### src/design/rotc_pkg.sv
`timescale 1ns / 1ps
package rotc_pkg;

  localparam int unsigned CORDIC_STEPS = 20;
  localparam int unsigned CW = 34;   // cordic datapath width
  localparam int unsigned RW = 38;   // rotation intermediate width
  localparam int unsigned QUEUE_DEPTH = 4;
  localparam int unsigned QAW = $clog2(QUEUE_DEPTH);

  localparam logic signed [CW-1:0] CORDIC_START = 34'sd652032874;

  localparam logic [31:0] ATAN_TURN [CORDIC_STEPS] = '{
    32'd536870912, 32'd316933405, 32'd167458907, 32'd85004756, 32'd42667331,
    32'd21354465, 32'd10679838, 32'd5340245, 32'd2670163, 32'd1335086,
    32'd667544, 32'd333772, 32'd166886, 32'd83443, 32'd41721,
    32'd20860, 32'd10430, 32'd5215, 32'd2607, 32'd1303
  };

  // register indexes
  localparam logic [1:0] REG_CENTER_X = 2'd0;
  localparam logic [1:0] REG_CENTER_Y = 2'd1;
  localparam logic [1:0] REG_CENTER_Z = 2'd2;

  typedef struct packed {
    logic signed [31:0] point_x;
    logic signed [31:0] point_y;
    logic signed [31:0] point_z;
    logic [15:0]        angle_about_x;
    logic [15:0]        angle_about_y;
    logic [15:0]        angle_about_z;
  } in_item_t;

  typedef struct packed {
    logic signed [31:0] rotated_x;
    logic signed [31:0] rotated_y;
    logic signed [31:0] rotated_z;
  } out_item_t;

  typedef struct packed {
    logic signed [31:0] x;
    logic signed [31:0] y;
    logic signed [31:0] z;
  } center_t;

  typedef struct packed {
    logic signed [32:0] dx;
    logic signed [32:0] dy;
    logic signed [32:0] dz;
    logic [15:0]        ang_x;
    logic [15:0]        ang_y;
    logic [15:0]        ang_z;
  } work_t;

  typedef struct packed {
    logic signed [CW-1:0] x;
    logic signed [CW-1:0] y;
    logic signed [CW-1:0] z;
  } cordic_t;

  typedef struct packed {
    logic signed [16:0] s;
    logic signed [16:0] c;
  } sincos_t;

  function automatic cordic_t cordic_init(logic [15:0] ang);
    cordic_t r;
    r.x = CORDIC_START;
    r.y = '0;
    r.z = $signed({4'b0000, ang[13:0], 16'b0});
    return r;
  endfunction

  function automatic cordic_t cordic_step(cordic_t a, int unsigned i);
    cordic_t r;
    logic signed [CW-1:0] xs;
    logic signed [CW-1:0] ys;
    logic signed [CW-1:0] at;
    xs = a.x >>> i;
    ys = a.y >>> i;
    at = $signed({2'b00, ATAN_TURN[i]});
    if (!a.z[CW-1]) begin
      r.x = a.x - ys;
      r.y = a.y + xs;
      r.z = a.z - at;
    end else begin
      r.x = a.x + ys;
      r.y = a.y - xs;
      r.z = a.z + at;
    end
    return r;
  endfunction

  function automatic logic signed [16:0] to_q15(logic signed [CW-1:0] v);
    logic signed [CW:0] t;
    t = ($signed({v[CW-1], v}) + 35'sd16384) >>> 15;
    if (t > 35'sd32768) return 17'sd32768;
    if (t < -35'sd32768) return -17'sd32768;
    return 17'(t);
  endfunction

  function automatic sincos_t quad_map(cordic_t a, logic [1:0] quad);
    sincos_t r;
    logic signed [16:0] c;
    logic signed [16:0] s;
    c = to_q15(a.x);
    s = to_q15(a.y);
    case (quad)
      2'd0: begin r.c = c;  r.s = s;  end
      2'd1: begin r.c = -s; r.s = c;  end
      2'd2: begin r.c = -c; r.s = -s; end
      default: begin r.c = s; r.s = -c; end
    endcase
    return r;
  endfunction

  // a*ca + b*cb, round half up, Q15
  function automatic logic signed [RW-1:0] mix(logic signed [RW-1:0] a,
                                               logic signed [16:0] ca,
                                               logic signed [RW-1:0] b,
                                               logic signed [16:0] cb);
    logic signed [RW+17:0] acc;
    acc = (RW+18)'(a) * (RW+18)'(ca) + (RW+18)'(b) * (RW+18)'(cb)
          + (RW+18)'(16384);
    return RW'(acc >>> 15);
  endfunction

  function automatic logic signed [31:0] sat_add(logic signed [31:0] c,
                                                 logic signed [RW-1:0] d);
    logic signed [RW:0] v;
    v = (RW+1)'(c) + (RW+1)'(d);
    if (v > (RW+1)'(64'sd2147483647)) return 32'sh7fffffff;
    if (v < -(RW+1)'(64'sd2147483648)) return 32'sh80000000;
    return 32'(v);
  endfunction

endpackage

### src/design/rotc_queue.sv
`timescale 1ns / 1ps
module rotc_queue (
  input  logic           clk,
  input  logic           rst,
  input  logic           push_valid,
  output logic           push_ready,
  input  rotc_pkg::work_t push_data,
  output logic           pop_valid,
  input  logic           pop_ready,
  output rotc_pkg::work_t pop_data
);
  import rotc_pkg::*;

  work_t           mem [QUEUE_DEPTH];
  logic [QAW-1:0]  wr_ptr;
  logic [QAW-1:0]  rd_ptr;
  logic [QAW:0]    count;
  logic            push;
  logic            pop;

  assign push_ready = count != (QAW+1)'(QUEUE_DEPTH);
  assign pop_valid  = count != '0;
  assign push       = push_valid && push_ready;
  assign pop        = pop_valid && pop_ready;
  assign pop_data   = mem[rd_ptr];

  always_ff @(posedge clk) begin
    if (rst) begin
      wr_ptr <= '0;
      rd_ptr <= '0;
      count  <= '0;
    end else begin
      if (push) wr_ptr <= wr_ptr + 1'b1;
      if (pop)  rd_ptr <= rd_ptr + 1'b1;
      count <= count + (QAW+1)'(push) - (QAW+1)'(pop);
    end
  end

  always_ff @(posedge clk) begin
    if (push) mem[wr_ptr] <= push_data;
  end
endmodule

### config.mk
export PLATFORM = sky130hd
export DESIGN_NAME = rotc_queue
export DESIGN_NICKNAME = d
export VERILOG_FILES = /design/src/design/rotc_pkg.sv /design/src/design/rotc_queue.sv
export SDC_FILE = /design/constraint.sdc
export NUM_CORES = 1
export LEC_CHECK = 0
export CORE_MARGIN = 5
export CORE_UTILIZATION = 50
export CTS_BUF_LIST = sky130_fd_sc_hd__clkbuf_8
export CTS_CLUSTER_SIZE = 20
export DETAILED_ROUTE_END_ITERATION = 6
export DONT_BUFFER_PORTS = 1
export SYNTH_ARGS = -nofsm -noshare
export SYNTH_HDL_FRONTEND = slang
export SYNTH_SLANG_ARGS = --single-unit
### constraint.sdc
create_clock -name clk -period 6 [get_ports clk]
set_input_delay 0.3 -clock clk [delete_from_list [all_inputs] [get_ports clk]]
set_output_delay 0.3 -clock clk [all_outputs]
set_load 0.03 [all_outputs]
==> results summary <==
The count of cells along the worst register-to-register path is 4. For the finished layout, the period the worst path requires is 3.29 ns. The routed via count divided by cell count came out at 5.46. The clock network latency to the later pin of the worst-skew pair is 0.66 ns.

The power share of the clock group came out at 0.278. The clock drives 597 sinks. The synthesized area per cell is 26.7 µm².

The total detailed-routing wirelength is 42.1 mm. The fraction of the cycle the final worst path needs came out at 0.548. The proportion of total power due to net switching is 0.318. Setup repair after global routing left no endpoint under its margin. The worst register-to-register path ends at mem[0][32].

After layout, the worst setup slack is 2.71 ns. The startpoint identified for the worst register-to-register timing path is count[1]. The post-CTS setup buffer count is 0. The wire length of the first global-routing pass came out at 63.4 mm. The data arrival at the endpoint of the critical path came out at 2.99 ns. For this run, global-route usage on met3 was measured as 0.0601.

The number of rows created at floorplan is 76. At the worst endpoint, the required time is 5.70 ns. For met2 alone, demand over resource in global routing was 0.289. The via count of the first global-routing pass came out at 10110. The flow ran to the end, and the final reports show no timing, DRC or antenna violations. The maximum clock frequency is 0.304 GHz.

The routability-driven placement congestion ratio came out at 0.747. The number of synthesized register bits is 597. The final-layout setup total negative slack came out at 0 ns. In the global route stage, met1 resource usage came out at 0.224. The worst setup timing slack at the placement stage is 2.94 ns. The mapped netlist covers 21800 µm². In this run the remaining antenna-violating nets after routing total 0. Synthesis produced 817 cells. The iteration count of the initial detailed-routing pass is 5. The cell-internal power came out at 7.69 mW.

The share of cells above drive strength 1 came out at 0.251. The worst setup path endpoint is pop_data[20]. The endpoint type of the worst setup path is an output port. Detailed routing inserted a total of 9273 vias. The initial antenna violation count came to 7.

The count of routing violations after the opening detailed-route iteration came out at 849. The die extent in y is 219 µm. The total core area came out at 43200 µm². The worst clock skew is 0.0262 ns. The design draws 11.3 mW. The total global routing overflow is 0. The power per standard cell area came out at 441 nW/µm².

At the end of the flow the core is filled with cells to 0.592. The tree is rooted in a sky130_fd_sc_hd__clkbuf_8. The path class of the tightest hold or removal check is in2reg. The x dimension of the die came out at 219 µm. The number of CTS-inserted buffers is 92.

The number of resized instances in the post-cts repair step is 0. For this run, the total global-route usage over all layers was measured as 0.178. Across all register-to-register paths, the minimum setup slack is 2.94 ns.

Summed over all nets, the switching power comes to 3.58 mW. The final number of setup-violating endpoints is 0. STA classifies the critical path startpoint as a flip-flop. The count of warnings emitted by yosys is 0. The worst-case vdd ir drop is 0.296 mV.

The number of remaining DRC errors is 0. The number of primary I/O pins came out at 300. The slew at the pin closest to its max-slew limit is 1.11 ns.

The H-tree depth reported by CTS is 3. TritonCTS built the clock tree. The count of maximum capacitance violations came out at 0. The half-perimeter wire length of the detailed placement result is 24.8 mm. The share of total power dissipated in sequential elements is 0.470.

The maximum net fanout on the critical path is 40. The number of buffers inserted by port buffering came out at 0. The final net count is 1196. The share of the Yosys chip area taken by registers is 0.817. The number of pins exceeding their max-slew limit in the final report is 0. Measured against its own limit, the worst slew margin works out to 0.258. The number of nets handed over by synthesis was 975. The number of distinct library cells after synthesis is 26.

The maximum number of pins on one net before global-route repair came out at 84. The critical path class is reg2out. The clock-pin slew on the worst setup and hold paths is 0.07 ns.

The top cell types in the final layout, fill and taps aside, are sky130_fd_sc_hd__edfxtp_1 (588), sky130_fd_sc_hd__dlygate4sd3_1 (151), sky130_fd_sc_hd__mux4_2 (147). Counting along the longest clock path gives a buffer depth of 3. The floorplan step defined a die boundary enclosing 47900 µm². After global routing, the most crowded layer is met2.

The count of final hold-check violations was 0. For this configuration, the core starts out at a cell density of 0.506. The average routed wire per standard cell is 24.8 µm.

The layout-stage area growth over the synthesis result came out at 17.0%. The leading cell type in the layout, fill and taps excluded is sky130_fd_sc_hd__edfxtp_1. The relative contribution of combinational cells to total power is 0.252.

For this design the static power due to leakage is 8.04 nW. Hold timing on the final database bottoms out at a slack of 0.346 ns.
logic make-up (layout without fill, tap and decap cells):
| logic type | Yosys count | in the layout | synth area share |
|---|---|---|---|
| mux | 149 | 149 | 0.153 |
| compound gates | 3 | 3 | 0.00115 |
| buf+inv | 39 | 327 | 0.0190 |
| simple gates | 19 | 19 | 0.00436 |
| xor+xnor | 3 | 3 | 0.00120 |
| other cells | 0 | 8 | 0 |
| flops | 597 | 597 | 0.817 |
| fa+ha+maj | 7 | 7 | 0.00436 |
per-stage QoR:
| step | area, µm² | instances |
|---|---|---|
| after floorplan | 21800 | 817 |
| after global placement | 22300 | 1378 |
| after detailed placement | 22300 | 1378 |
| after CTS | 25500 | 1690 |
| after global routing | 25500 | 1694 |
| final | 25500 | 1698 |
metal layers:
metal,routed length [µm],up-vias
li1,-,3992
met1,16100,4901
met4,1040,2
met3,3350,74
met2,21600,304
met5,13,-
cell usage after synthesis, drive strengths merged:
master / number / share of area
a21boi: 1 / 0.00034
and2: 5 / 0.0014
buf: 31 / 0.018
clkbuf: 3 / 0.00052
dfxtp: 9 / 0.0083
edfxtp: 588 / 0.81
fa: 1 / 0.00092
ha: 6 / 0.0034
inv: 5 / 0.00086
mux2: 1 / 0.00052
mux2i: 1 / 0.00046
mux4: 147 / 0.15
nand2: 1 / 0.00017
nand2b: 2 / 0.00057
nor2: 8 / 0.0014
nor2b: 1 / 0.00029
nor3: 1 / 0.00023
o311ai: 1 / 0.00040
o31a: 1 / 0.00040
or3: 1 / 0.00029
xnor2: 1 / 0.00040
xor2: 2 / 0.00080
power groups by stage:
stage / sequential (mW) / clock (mW) / combinational (mW)
after floorplan: 5.34 / 0 / 2.52
after global placement: 5.36 / 0 / 2.74
after detailed placement: 5.40 / 0 / 2.77
after CTS: 5.31 / 3.24 / 2.91
after global routing: 5.35 / 3.44 / 2.98
final: 5.30 / 3.13 / 2.84
repair_timing:
item	CTS	global route
hold buffers	151	0
endpoints found under the setup margin	0	0
hold endpoints to repair	597	0
how the worst min path moves through the flow:
| stage | end | cells past startpoint | slack (ns) | from |
|---|---|---|---|---|
| CTS | mem[3][4] | 1 | 0.26 | push_data[4] |
| global route | mem[1][78] | 1 | 0.30 | push_data[78] |
| detailed placement | flip-flop | 1 | 0.37 | rst |
| finish | mem[2][78] | 1 | 0.35 | push_data[78] |
| global placement | count[1] | 1 | 0.37 | rst |
| floorplan | mem[0][0] | 0 | 0.40 | push_data[0] |
final cells by class:
| class | instances | area (µm²) |
|---|---|---|
| Antenna cell | 8 | 20.0 |
| Inverter | 5 | 18.8 |
| Timing Repair Buffer | 161 | 1640 |
| Multi-Input combinational cell | 181 | 3580 |
| Fill cell | 3077 | 17600 |
| Clock inverter | 66 | 398 |
| Sequential cell | 597 | 17800 |
| Clock buffer | 95 | 1310 |
| Tap cell | 585 | 732 |
state kept, by name, indices dropped and copies added (netlist names), named ones only:
name	cells
mem	588
wr_ptr	2
count	3
rd_ptr	2
worst max-delay path, cell delays in order, from the launching register on:
cell and delay (ns):
sky130_fd_sc_hd__dfxtp_4 0.78, sky130_fd_sc_hd__buf_4 0.73, sky130_fd_sc_hd__mux4_2 0.73
Note: power is estimated with default switching activity, not from simulation.
