<file path="src/design/rotc_pkg.sv">
`timescale 1ns / 1ps
package rotc_pkg;

  localparam int unsigned CORDIC_STEPS = 20;
  localparam int unsigned CW = 34;   // cordic datapath width
  localparam int unsigned RW = 38;   // rotation intermediate width
  localparam int unsigned QUEUE_DEPTH = 4;
  localparam int unsigned QAW = $clog2(QUEUE_DEPTH);

  localparam logic signed [CW-1:0] CORDIC_START = 34'sd652032874;

  localparam logic [31:0] ATAN_TURN [CORDIC_STEPS] = '{
    32'd536870912, 32'd316933405, 32'd167458907, 32'd85004756, 32'd42667331,
    32'd21354465, 32'd10679838, 32'd5340245, 32'd2670163, 32'd1335086,
    32'd667544, 32'd333772, 32'd166886, 32'd83443, 32'd41721,
    32'd20860, 32'd10430, 32'd5215, 32'd2607, 32'd1303
  };

  // register indexes
  localparam logic [1:0] REG_CENTER_X = 2'd0;
  localparam logic [1:0] REG_CENTER_Y = 2'd1;
  localparam logic [1:0] REG_CENTER_Z = 2'd2;

  typedef struct packed {
    logic signed [31:0] point_x;
    logic signed [31:0] point_y;
    logic signed [31:0] point_z;
    logic [15:0]        angle_about_x;
    logic [15:0]        angle_about_y;
    logic [15:0]        angle_about_z;
  } in_item_t;

  typedef struct packed {
    logic signed [31:0] rotated_x;
    logic signed [31:0] rotated_y;
    logic signed [31:0] rotated_z;
  } out_item_t;

  typedef struct packed {
    logic signed [31:0] x;
    logic signed [31:0] y;
    logic signed [31:0] z;
  } center_t;

  typedef struct packed {
    logic signed [32:0] dx;
    logic signed [32:0] dy;
    logic signed [32:0] dz;
    logic [15:0]        ang_x;
    logic [15:0]        ang_y;
    logic [15:0]        ang_z;
  } work_t;

  typedef struct packed {
    logic signed [CW-1:0] x;
    logic signed [CW-1:0] y;
    logic signed [CW-1:0] z;
  } cordic_t;

  typedef struct packed {
    logic signed [16:0] s;
    logic signed [16:0] c;
  } sincos_t;

  function automatic cordic_t cordic_init(logic [15:0] ang);
    cordic_t r;
    r.x = CORDIC_START;
    r.y = '0;
    r.z = $signed({4'b0000, ang[13:0], 16'b0});
    return r;
  endfunction

  function automatic cordic_t cordic_step(cordic_t a, int unsigned i);
    cordic_t r;
    logic signed [CW-1:0] xs;
    logic signed [CW-1:0] ys;
    logic signed [CW-1:0] at;
    xs = a.x >>> i;
    ys = a.y >>> i;
    at = $signed({2'b00, ATAN_TURN[i]});
    if (!a.z[CW-1]) begin
      r.x = a.x - ys;
      r.y = a.y + xs;
      r.z = a.z - at;
    end else begin
      r.x = a.x + ys;
      r.y = a.y - xs;
      r.z = a.z + at;
    end
    return r;
  endfunction

  function automatic logic signed [16:0] to_q15(logic signed [CW-1:0] v);
    logic signed [CW:0] t;
    t = ($signed({v[CW-1], v}) + 35'sd16384) >>> 15;
    if (t > 35'sd32768) return 17'sd32768;
    if (t < -35'sd32768) return -17'sd32768;
    return 17'(t);
  endfunction

  function automatic sincos_t quad_map(cordic_t a, logic [1:0] quad);
    sincos_t r;
    logic signed [16:0] c;
    logic signed [16:0] s;
    c = to_q15(a.x);
    s = to_q15(a.y);
    case (quad)
      2'd0: begin r.c = c;  r.s = s;  end
      2'd1: begin r.c = -s; r.s = c;  end
      2'd2: begin r.c = -c; r.s = -s; end
      default: begin r.c = s; r.s = -c; end
    endcase
    return r;
  endfunction

  // a*ca + b*cb, round half up, Q15
  function automatic logic signed [RW-1:0] mix(logic signed [RW-1:0] a,
                                               logic signed [16:0] ca,
                                               logic signed [RW-1:0] b,
                                               logic signed [16:0] cb);
    logic signed [RW+17:0] acc;
    acc = (RW+18)'(a) * (RW+18)'(ca) + (RW+18)'(b) * (RW+18)'(cb)
          + (RW+18)'(16384);
    return RW'(acc >>> 15);
  endfunction

  function automatic logic signed [31:0] sat_add(logic signed [31:0] c,
                                                 logic signed [RW-1:0] d);
    logic signed [RW:0] v;
    v = (RW+1)'(c) + (RW+1)'(d);
    if (v > (RW+1)'(64'sd2147483647)) return 32'sh7fffffff;
    if (v < -(RW+1)'(64'sd2147483648)) return 32'sh80000000;
    return 32'(v);
  endfunction

endpackage

</file>
<file path="src/design/rotc_front.sv">
`timescale 1ns / 1ps
module rotc_front (
  input  logic              clk,
  input  logic              rst,
  input  logic              in_valid,
  output logic              in_ready,
  input  rotc_pkg::in_item_t in_item,
  input  rotc_pkg::center_t  center,
  output logic              f_valid,
  input  logic              f_ready,
  output rotc_pkg::work_t    f_work
);
  import rotc_pkg::*;

  assign in_ready = !f_valid || f_ready;

  always_ff @(posedge clk) begin
    if (rst) begin
      f_valid <= 1'b0;
    end else if (in_ready) begin
      f_valid <= in_valid;
    end
  end

  // offsets from centre, exact 33 bits
  always_ff @(posedge clk) begin
    if (in_valid && in_ready) begin
      f_work.dx    <= 33'(in_item.point_x) - 33'(center.x);
      f_work.dy    <= 33'(in_item.point_y) - 33'(center.y);
      f_work.dz    <= 33'(in_item.point_z) - 33'(center.z);
      f_work.ang_x <= in_item.angle_about_x;
      f_work.ang_y <= in_item.angle_about_y;
      f_work.ang_z <= in_item.angle_about_z;
    end
  end
endmodule

</file>
<file path="config.mk">
export PLATFORM = sky130hd
export DESIGN_NAME = rotc_front
export DESIGN_NICKNAME = d
export VERILOG_FILES = /design/src/design/rotc_pkg.sv /design/src/design/rotc_front.sv
export SDC_FILE = /design/constraint.sdc
export NUM_CORES = 1
export LEC_CHECK = 0
export ABC_AREA = 1
export BUFFER_PORTS_ARGS = -buffer_cell sky130_fd_sc_hd__buf_2
export CORE_UTILIZATION = 53
export CTS_CLUSTER_SIZE = 25
export DETAILED_ROUTE_END_ITERATION = 16
export HOLD_SLACK_MARGIN = 0.08
export MAX_ROUTING_LAYER = met4
export PLACE_DENSITY_LB_ADDON = 0.05
export SLEW_MARGIN = 10
export SYNTH_ARGS = -nofsm -noshare
export SYNTH_HDL_FRONTEND = slang
export SYNTH_SLANG_ARGS = --single-unit
</file>
<file path="constraint.sdc">
create_clock -name clk -period 10.2 [get_ports clk]
set_input_delay 1.02 -clock clk [delete_from_list [all_inputs] [get_ports clk]]
set_output_delay 1.02 -clock clk [all_outputs]
set_load 0.005 [all_outputs]
</file>
==> metrics.md, run 1 <==
| Metric | Value |
|---|---|
| Starting DRC count in detailed routing | `681` |
| Sinks on Clock Net | `148` |
| Int Power | `1.31 mW` |
| Sequential power share | `39.2%` |
| FILL cells | `2,103` |
| Layout cell share with drive strength beyond 1 | `20.0%` |
| Final hold violations | `0` |
| Via count | `11,900` |
| GR Util met2 | `50.1%` |
| Reg2reg setup slack | `7.32 ns` |
| Fin crit period | `3.24 ns` |
| Comb power frac | `28.6%` |
| Final setup viols | `0` |
| Initial Util | `a little over half` |
| # rows | `55` |
| Crit path max fanout | `77` |
| Sequential cell area fraction in the yosys report | `roughly 36%` |
| 1st-pass router iterations | `5` |
| Actual slew at the worst max-slew pin | `0.960 ns` |
| WL final | `33.0 mm` |
| Total grt overflow | `0` |
| First-pass GRT wire length | `about 52 mm` |
| Worst slack, placed | `approximately 6.5 ns` |
| Post-synth EDFFs | `147` |
| P&R area growth vs syn | `24.2%` |
| Critical Path Start Type | `input pin` |
| Seq. cell area | `~4400 um^2` |
| Syn_nets | `2,170` |
| Clock power frac | `32.2%` |
| Fmax | `309 MHz` |
| Slowest cell on crit path | `buf_4` |
| Peak VDD IR | `0.000106 V` |
| Fin crit share | `31.7%` |
| Vias in the first global route | `10,900` |
| GRT Util Overall | `28.8%` |
| Crit path kind | `in2reg` |
| Placer's final routability congestion estimate | `0.942` |
| Crit-path cells | `buf_2 > inv_1 > a21oi_4 > buf_4 > buf_4` |
| Netlist cell types | `22` |
| Most used cell, CP | `buf_4` |
| CP Data Required Time | `10.24 ns` |
| Clock buffer count from CTS | `17` |
| Ys flop type | `edfxtp_1` |
| Largest stage delay, worst path | `0.87 ns` |
| Clock buffer depth | `2` |
| Die ar. | `23,600 um^2` |
| Antenna viol nets, final | `0` |
| Setup bufs post-CTS | `0` |
| RSZ-0062 raised after global routing | `no` |
| Drt via density | `4.67` |
| Worst-path clk slew | `0.07 ns` |
| Max cap viols | `0` |
| Async SR Flop Fraction | `0%` |
| Nets | `2,582` |
| Largest net degree at the start of global routing | `approximately 80` |
| Status | `finished clean` |
| Mapped Area | `12,200 um^2` |
| Input/output buffers | `392` |
| DRC Markers | `0` |
| Finished Cell Area | `15,100 um^2` |
| GRT Max-Usage Layer | `met2` |
| Mapped Avg Cell Area | `6.66 um^2` |
| Setup WS post-layout | `6.96 ns` |
| Wirelength per Cell | `13.0 um` |
| I/O pins | `393` |
| Cell Pwr Density | `131 nW/um^2` |
| #FFs+latches synth | `148` |
| Max-slew headroom | `36.0%` |
| Resized Gates After CTS | `0` |
| Met1 Use GR | `34.6%` |
| CTS tree | `built` |
| Clock skew | `0.00926 ns` |
| Multi-input gate area | `5960 um^2` |
| Setup crit end kind | `flop` |
| Antenna violations before repair | `3` |
| Chip height | `154 um` |
| Hold crit path type | `reg2reg` |
| Met3 Use GR | `4.57%` |
| Hold buffer count at CTS | `0` |
| DP Area | `14,500 um^2` |
| Core ar. | `22,600 um^2` |
| Switching share of power | `33.8%` |
| H-Tree Depth | `4` |
| Clk root buf | `clkbuf_16` |
| Die X | `~150 um` |
| Leakage | `9.34 nW` |
| WP data arrival | `about 3.3 ns` |
| Slew Limit Fails | `0` |
| Ys Warns | `0` |
| Setup TNS | `0 ns` |
| Switching Power | `~670 uW` |
| Clock latency on the worst-skew pair | `0.42 ns` |
| Dpl hpwl | `27.7 mm` |
| Post-synthesis cell count | `1,827` |
flip-flops by register name, indices dropped and copies added (netlist names):
| name | flops |
|---|---|
| f_work | 147 |
| f_valid | 1 |
metrics by stage:
| step | power [mW] | instances | hold WS (ns) | util (%) |
|---|---|---|---|---|
| 3_3_place_gp | 1.34 | 2505 | 0.513 | 64.3 |
| 4_1_cts | 1.98 | 2537 | 0.545 | 67.0 |
| 5_1_grt | 2.08 | 2540 | 0.566 | 67.0 |
| 2_1_floorplan | 1.14 | 1827 | 0.507 | - |
| 6_report | 1.97 | 2540 | 0.542 | 67.0 |
| 3_5_place_dp | 1.35 | 2505 | 0.531 | 64.3 |
layer usage:
metal  routed length [um]  share of wire, %
met3                 2120               6.4
met5                    0                 0
met2                16200                49
met4                  610               1.9
met1                14000                43
synth_stat cells, types with 7 or more instances:
library cell,count,share of area [%]
nor2_1,124,3.8
nand2_1,747,23
xor2_1,38,2.7
nand3_1,67,2.8
ha_1,96,9.9
nand2_2,17,0.87
nand4_1,12,0.62
a21oi_1,62,2.5
edfxtp_1,147,36
xnor2_1,7,0.50
inv_1,477,15
worst max-delay path: cells and delay by family:
kind | cells | cell delay, ns
AO/OA/AOI/OAI | 1 | 0.44
buffers and inverters | 4 | 1.69
worst paths after layout:
check / startpoint / end / cells past startpoint
setup / recovery: f_ready / f_work[28] / 5
hold / removal: f_valid / f_valid / 2
setup reg to reg: f_valid / f_work[28] / 3
hold reg to reg: f_valid / f_valid / 2
cell families after synthesis:
| group | synth area share [%] |
|---|---|
| and+or+nand+nor | 32.2 |
| buffers and inverters | 14.8 |
| DFF | 36.4 |
| adders and majority gates | 10.4 |
| xor gates and xnor gates | 3.24 |
| AOI/OAI and AO/OA | 2.99 |
power by group through the flow:
stage / Sequential [mW] / Combinational, mW / Clock, mW
after floorplan: 0.802 / 0.343 / 0
after global placement: 0.786 / 0.556 / 0
after detailed placement: 0.787 / 0.564 / 0
after CTS: 0.774 / 0.567 / 0.643
after global routing: 0.779 / 0.641 / 0.664
final: 0.774 / 0.565 / 0.635
layout by cell type, fill, tap and decap left out, types with 12 or more instances in the layout:
master,netlist,routed
inv_1,477,477
a21oi_1,62,61
nand4_1,12,12
nand3_1,67,67
nor2_1,124,124
buf_2,0,392
clkbuf_16,0,17
ha_1,96,96
nand2_2,17,17
edfxtp_1,147,147
xor2_1,38,38
nand2_1,747,747
area by class of cell:
class | instances | share of cell area, %
Sequential cell | 148 | 29.3
Timing Repair Buffer | 394 | 13.1
Antenna cell | 3 | 0.0496
Clock buffer | 17 | 2.81
Multi-Input combinational cell | 1201 | 39.4
Clock inverter | 15 | 1.17
Inverter | 477 | 11.8
Tap cell | 285 | 2.36
Power figures use the tool's default switching activity.
==> inputs of run 2 (changes only) <==
ABC_AREA = 0   (was 1)
CORE_AREA = 2 2 151 153   (was unset)
CORE_UTILIZATION = unset   (was 53)
DIE_AREA = 0 0 153 155   (was unset)
clock period = 3.1 ns   (was 10.2 ns; I/O delays follow)
==> metrics.md, run 2 <==
| Metric | Value |
|---|---|
| WL final | `26.4 mm (was 33.0 mm)` |
| Post-synth top area share | `45.5% (was 36.3%)` |
| Resized Gates After CTS | `0 (unchanged)` |
| Leading registers by flop count | `f_work (147), f_valid (1) (unchanged)` |
| CTS tree | `built (unchanged)` |
| Int Power | `4.31 mW (was 1.31 mW)` |
| GR Util met2 | `37.4% (was 50.1%)` |
| Drt via density | `5.05 (was 4.67)` |
| Max reg flops | `147 (unchanged)` |
| Core ar. | `22,200 um^2 (was 22,600 um^2)` |
| Sinks on Clock Net | `148 (unchanged)` |
| Chip height | `155 um (was 154 um)` |
| Crit path capture | `f_work[146] (was f_work[28])` |
| R2r worst-path depth | `3 (unchanged)` |
| GRT Max-Usage Layer | `met2 (unchanged)` |
| Clock buffer depth | `2 (unchanged)` |
| WP data arrival | `2.81 ns (was 3.28 ns)` |
| Critical Path Start | `center[64] (was f_ready)` |
| DRC Markers | `0 (unchanged)` |
| Fmax | `377 MHz` |
| Dpl hpwl | `21.0 mm (was 27.7 mm)` |
| Commonest cells after routing, fill and taps aside | `buf_2 (392), edfxtp_1 (147), inv_1 (129) (was nand2_1 (747), inv_1 (477), buf_2 (392))` |
| Switching Power | `1.84 mW (was 667 uW)` |
| Setup crit end kind | `flop (unchanged)` |
| Layout cell share with drive strength beyond 1 | `33.0% (was 20.0%)` |
| Mapped Area | `9710 um^2 (was 12,200 um^2)` |
| Crit path max fanout | `3 (was 77)` |
| Worst-path clk slew | `0.06 ns (was 0.07 ns)` |
| Reg2reg start | `f_valid (unchanged)` |
| CP Data Required Time | `3.26 ns (was 10.24 ns)` |
| Hold crit path type | `in2reg (was reg2reg)` |
| Die ar. | `23,700 um^2 (was 23,600 um^2)` |
| Max cap viols | `0 (unchanged)` |
| Switching share of power | `29.9% (was 33.8%)` |
| Clock latency on the worst-skew pair | `0.42 ns (about the same)` |
| GRT Util Overall | `22.5% (was 28.8%)` |
| # rows | `55 (unchanged)` |
| Max-slew headroom | `65.1% (was 36.0%)` |
| Most common cell after layout, fill and taps aside | `buf_2 (was nand2_1)` |
| Wirelength per Cell | `15.6 um (was 13.0 um)` |
| Biggest register | `f_work (unchanged)` |
| H-Tree Depth | `4 (unchanged)` |
| Antenna violations before repair | `1 (was 3)` |
| Final hold violations | `0 (unchanged)` |
| Peak VDD IR | `0.000342 V (was 0.000106 V)` |
| Input/output buffers | `392 (unchanged)` |
| I/O pins | `393 (unchanged)` |
| P&R area growth vs syn | `34.9% (was 24.2%)` |
| Netlist cell types | `69 (was 22)` |
| Util after Layout | `58.9% (was 67.0%)` |
| Clock buffer count from CTS | `17 (unchanged)` |
| Most frequent cells after synthesis | `edfxtp_1 (147), inv_1 (129), ha_1 (96) (was nand2_1 (747), inv_1 (477), edfxtp_1 (147))` |
| Nets | `1,729 (was 2,582)` |
| Initial Util | `43.7% (was 53.9%)` |
| Final setup viols | `0 (unchanged)` |
| Cell accounting for the most synthesized area | `edfxtp_1 (unchanged)` |
| Post-synth EDFFs | `147 (unchanged)` |
| First-pass GRT wire length | `41.4 mm (was 52.1 mm)` |
| Fin crit share | `85.5%` |
| Reg2reg setup slack | `1.33 ns (was 7.32 ns)` |
| Non-Filler Instances | `1,685 (was 2,540)` |
| Leakage | `6.32 nW (was 9.34 nW)` |
| Multi-input gate area | `4730 um^2 (was 5960 um^2)` |
| Seq. cell area | `4430 um^2 (unchanged)` |
| #FFs+latches synth | `148 (unchanged)` |
| Ys flop type | `edfxtp_1 (unchanged)` |
| Area contributors post-synth | `edfxtp_1 (45%), ha_1 (12%), inv_1 (5.0%) (was edfxtp_1 (36%), nand2_1 (23%), inv_1 (15%))` |
| Antenna viol nets, final | `0 (unchanged)` |
| Clock power frac | `31.9% (was 32.2%)` |
| Cell Pwr Density | `470 nW/um^2 (was 131 nW/um^2)` |
| Via count | `8,504 (was 11,900)` |
| Comb power frac | `26.6% (was 28.6%)` |
| Largest net degree at the start of global routing | `72 (was 78)` |
| Met1 Use GR | `27.3% (was 34.6%)` |
| Setup TNS | `0 ns (unchanged)` |
| Sequential cell area fraction in the yosys report | `45.7% (was 36.4%)` |
| Clk root buf | `clkbuf_16 (unchanged)` |
| Placer's final routability congestion estimate | `0.890 (was 0.942)` |
| Post-synthesis cell count | `934 (was 1,827)` |
| Clock skew | `0.00842 ns (was 0.00926 ns)` |
| Total grt overflow | `0 (unchanged)` |
| Critical Path Start Type | `input pin (unchanged)` |
| Actual slew at the worst max-slew pin | `0.523 ns (was 0.960 ns)` |
| Setup bufs post-CTS | `0 (unchanged)` |
| Inst Count DP | `1,603 (was 2,505)` |
| Most frequent cell after synthesis | `edfxtp_1 (was nand2_1)` |
| Crit path kind | `in2reg (unchanged)` |
| Die X | `153 um (was 154 um)` |
| RSZ-0062 raised after global routing | `no (unchanged)` |
| Mapped Avg Cell Area | `10.4 um^2 (was 6.66 um^2)` |
| Syn_nets | `1,277 (was 2,170)` |
| Slew Limit Fails | `0 (unchanged)` |
| Async SR Flop Fraction | `0% (unchanged)` |
| Worst R2R End | `f_work[1] (was f_work[28])` |
| Fin crit period | `2.65 ns` |
| Status | `finished clean (unchanged)` |
| 1st-pass router iterations | `5 (unchanged)` |
| Vias in the first global route | `8,330 (was 10,900)` |
| Ys Warns | `0 (unchanged)` |
| Sequential power share | `41.4% (was 39.2%)` |
| Starting DRC count in detailed routing | `334 (was 681)` |
| Met3 Use GR | `5.38% (was 4.57%)` |
| FILL cells | `2,021 (was 2,103)` |
run 2: cell types whose count changed after synthesis, sizes merged, moves of 14 or more:
cell / previous run / this run
a21o: 3 / 44
clkbuf: 0 / 14
inv: 477 / 129
nand2: 764 / 38
nand3: 71 / 32
nor2: 125 / 57
o21ai: 0 / 38
xnor2: 7 / 50
xor2: 38 / 24
run 2: area by class of cell:
cell class                 instances  share of cell area (%)
clock inverter                    15                   0.946
tap                              285                    2.72
multi-input combinational        641                    36.1
clock buffer                      17                    3.25
timing repair buffer             449                    19.4
sequential                       148                    33.9
antenna                            1                  0.0191
inverter                         129                    3.70
run 2: power by group through the flow:
stage | Combinational [mW] | Clock [mW] | Sequential, mW
final | 1.64 | 1.96 | 2.55
after global routing | 1.83 | 2.10 | 2.57
after CTS | 1.65 | 2.02 | 2.55
after detailed placement | 1.59 | 0 | 2.59
after global placement | 1.58 | 0 | 2.59
after floorplan | 0.934 | 0 | 2.63
run 2: worst min-delay path by stage:
stage / cells past startpoint / startpoint / endpoint / slack (ns)
6_report: 3 / in_valid / f_valid / 0.13
5_1_grt: 3 / in_valid / f_valid / 0.12
4_1_cts: 3 / in_valid / f_valid / 0.11
3_3_place_gp: 2 / rst / f_valid / 0.47
2_1_floorplan: 1 / rst / f_valid / 0.38
3_5_place_dp: 2 / rst / f_valid / 0.47
run 2: per-layer routing:
layer	wire, um	up-vias
met5	0	-
met1	11200	3854
met2	12700	297
met3	1760	42
met4	666	0
li1	-	4311
run 2: worst max-delay path, cell delays in order:
cell and delay [ns]:
buf_2 0.12, ha_1 0.21, fa_1 0.41, nor2b_1 0.13, o21a_1 0.14, o211ai_1 0.14
a211oi_1 0.29, buf_4 0.17, o211ai_1 0.14, a21oi_1 0.26, o221ai_1 0.21, o21ai_0 0.18
mux2i_1 0.09
run 2: timing repair:
| action | in CTS | in global routing |
|---|---|---|
| endpoints found under the setup margin | 0 | 0 |
| hold buffers | 49 | 0 |
| hold endpoints to repair | 49 | 0 |
run 2: logic make-up after synthesis:
kind of cell | after synthesis | synth area share, %
compound gates | 253 | 17.9
simple gates | 211 | 10.8
flops | 148 | 45.7
buf+inv | 145 | 5.63
fa+ha+maj | 99 | 13.0
xor+xnor | 74 | 6.67
mux | 4 | 0.425
run 2: stage by stage:
stage | hold WS [ns] | instance area, um^2 | power (mW) | worst slack (ns)
final | 0.127 | 13100 | 6.15 | 0.449
after global routing | 0.117 | 13100 | 6.49 | 0.288
after CTS | 0.107 | 13100 | 6.21 | 0.447
after detailed placement | 0.473 | 12100 | 4.18 | 0.0126
after global placement | 0.467 | 12100 | 4.17 | 0.0662
after floorplan | 0.379 | 9710 | 3.56 | 0.337
==> inputs of run 3 (changes only) <==
MAX_ROUTING_LAYER = unset   (was met4)
RECOVER_POWER = 100   (was unset)
SKIP_LAST_GASP = 1   (was unset)
==> metrics.md, run 3 (synthesized netlist as in run 2, its figures left out) <==
| Metric | Value |
|---|---|
| Status | `finished with violations (was finished clean)` |
| Failing checks | `max-capacitance violations, max-slew violations` |
| I/O pins | `393 (unchanged)` |
| 1st-pass router iterations | `5 (unchanged)` |
| R2r worst-path depth | `3 (unchanged)` |
| Largest net degree at the start of global routing | `72 (unchanged)` |
| Hold_sp | `in_valid (unchanged)` |
| GRT Util Overall | `21.8% (was 22.5%)` |
| Setup TNS | `0 ns (unchanged)` |
| Fmax | `363 MHz (was 377 MHz)` |
| Most common cell after layout, fill and taps aside | `buf_2 (unchanged)` |
| Most used cell, CP | `o21ai_2 (was o211ai_1)` |
| H-Tree Depth | `4 (unchanged)` |
| Slew Limit Fails | `31 (was 0)` |
| Worst-path clk slew | `0.07 ns (was 0.06 ns)` |
| Core ar. | `22,200 um^2 (unchanged)` |
| Reg2reg start | `f_valid (unchanged)` |
| Die ar. | `23,700 um^2 (unchanged)` |
| Actual slew at the worst max-slew pin | `1.74 ns (was 0.523 ns)` |
| CP Data Required Time | `3.26 ns (about the same)` |
| Fin crit share | `88.8% (was 85.5%)` |
| Biggest register | `f_work (unchanged)` |
| Clock latency on the worst-skew pair | `0.42 ns (about the same)` |
| Antenna viol nets, final | `0 (unchanged)` |
| Clk root buf | `clkbuf_16 (unchanged)` |
| Crit path max fanout | `4 (was 3)` |
| Total grt overflow | `0 (unchanged)` |
| Starting DRC count in detailed routing | `336 (was 334)` |
| Reg2reg setup slack | `0.48 ns (was 1.33 ns)` |
| CTS tree | `built (unchanged)` |
| Crit path kind | `in2reg (unchanged)` |
| WL final | `26.4 mm (about the same)` |
| Drt via density | `5.05 (about the same)` |
| Hold path cells | `3 (unchanged)` |
| Max cap viols | `1 (was 0)` |
| FILL cells | `2,094 (was 2,021)` |
| Max-slew headroom | `-15.8% (was 65.1%)` |
| WP data arrival | `2.91 ns (was 2.81 ns)` |
| # rows | `55 (unchanged)` |
| Resized Gates After CTS | `0 (unchanged)` |
| WHS Endpoint | `f_valid (unchanged)` |
| Cell Pwr Density | `473 nW/um^2 (was 470 nW/um^2)` |
| Commonest cells after routing, fill and taps aside | `buf_2 (286), edfxtp_1 (147), inv_1 (129) (was buf_2 (392), edfxtp_1 (147), inv_1 (129))` |
| Util after Layout | `58.1% (was 58.9%)` |
| Hold crit path type | `in2reg (unchanged)` |
| Clock buffer depth | `2 (unchanged)` |
| Max reg flops | `147 (unchanged)` |
| Slowest cell on crit path | `a41oi_1 (was fa_1)` |
| Clock skew | `0.00934 ns (was 0.00842 ns)` |
| Crit-path cells | `clkbuf_1 > ha_1 > nor2b_1 > o2111a_1 > o21ai_2 > o21ai_2 > a22o_1 > a41oi_1 > o21ai_0 > a2111oi_2 > nor3_1 (was buf_2 > ha_1 > fa_1 > nor2b_1 > o21a_1 > o211ai_1 > a211oi_1 > buf_4 > o211ai_1 > a21oi_1 > o221ai_1 > o21ai_0 > mux2i_1)` |
| Input/output buffers | `392 (unchanged)` |
| Critical Path Start Type | `input pin (unchanged)` |
| Final setup viols | `0 (unchanged)` |
| Antenna violations before repair | `1 (unchanged)` |
| Antenna Cells | `0 (was 1)` |
| Vias in the first global route | `8,332 (was 8,330)` |
| Initial Util | `43.7% (unchanged)` |
| DRC Markers | `0 (unchanged)` |
| Chip height | `155 um (unchanged)` |
| Final hold violations | `0 (unchanged)` |
| First-pass GRT wire length | `41.3 mm (was 41.4 mm)` |
| P&R area growth vs syn | `33.0% (was 34.9%)` |
| Hold buffer count at CTS | `49 (unchanged)` |
| Die X | `153 um (unchanged)` |
| Clock buffer count from CTS | `17 (unchanged)` |
| RSZ-0062 raised after global routing | `no (unchanged)` |
| Leading registers by flop count | `f_work (147), f_valid (1) (unchanged)` |
| Setup crit end kind | `flop (unchanged)` |
| Wirelength per Cell | `15.7 um (was 15.6 um)` |
| Via count | `8,509 (was 8,504)` |
| Peak VDD IR | `0.000342 V (about the same)` |
| Dpl hpwl | `21.0 mm (unchanged)` |
| Nets | `1,729 (unchanged)` |
| Fin crit period | `2.75 ns (was 2.65 ns)` |
| Leakage | `6.01 nW (was 6.32 nW)` |
| Setup bufs post-CTS | `0 (unchanged)` |
| Sinks on Clock Net | `148 (unchanged)` |
| Worst R2R End | `f_work[1] (unchanged)` |
| Placer's final routability congestion estimate | `0.876 (was 0.890)` |
| Largest stage delay, worst path | `0.41 ns (about the same)` |
| Layout cell share with drive strength beyond 1 | `24.6% (was 33.0%)` |
==> run 3: cell types whose count changed in the layout (fill, tap and decap cells not counted), moves of 3 or more <==
cell,before,now
buf_2,392,286
o21ai_0,30,33
clkbuf_1,0,108
buf_4,6,3
==> run 3: final cells by class <==
class	count	area (um^2)	area share, %
clock buffers	17	425	3.29
clock inverters	15	124	0.959
inverters	129	484	3.75
multi-input cells	641	4690	36.3
flip-flops and latches	148	4430	34.3
well taps	285	357	2.76
repair buffers	449	2400	18.6
==> run 3: power breakdown <==
part | leakage [nW] | internal, mW | switching (mW)
clock network | 0.262 | 1.05 | 0.915
logic | 4.32 | 0.726 | 0.862
registers | 1.43 | 2.50 | 0.0549
==> run 3: through the flow <==
step                      hold slack, ns  power (mW)  instance area [um^2]  worst slack [ns]  std cells
after floorplan                    0.379        3.56                  9710             0.337        934
after global placement             0.467        4.17                 12100            0.0662       1603
after detailed placement           0.473        4.18                 12100            0.0126       1603
after CTS                          0.107        6.21                 13100             0.447       1684
after global routing               0.114        6.45                 12900             0.145       1684
final                              0.123        6.10                 12900             0.348       1684
==> run 3: metal layers <==
metal | track usage (%) | share of wire, % | vias to the layer above
li1 | - | - | 4305
met4 | 7.05 | 2.4 | 2
met2 | 37.4 | 48 | 308
met3 | 5.88 | 7.3 | 40
met5 | 0 | 0.049 | -
met1 | 26.9 | 42 | 3854
==> run 3: worst max path at each step <==
stage / startpoint / end / slack (ns) / depth (start not counted)
2_1_floorplan: in_item[80] / f_work[111] / 0.34 / 12
3_3_place_gp: in_item[80] / f_work[111] / 0.07 / 14
3_5_place_dp: in_item[80] / f_work[111] / 0.01 / 14
4_1_cts: in_item[112] / f_work[146] / 0.45 / 14
5_1_grt: in_item[113] / f_work[145] / 0.15 / 11
6_report: in_item[113] / f_work[145] / 0.35 / 11
==> run 3: critical path, delay by kind of cell <==
| family | cells | cell delay [ns] |
|---|---|---|
| simple gates | 2 | 0.23 |
| buf+inv | 1 | 0.20 |
| fa+ha+maj | 1 | 0.27 |
| compound gates | 7 | 1.89 |
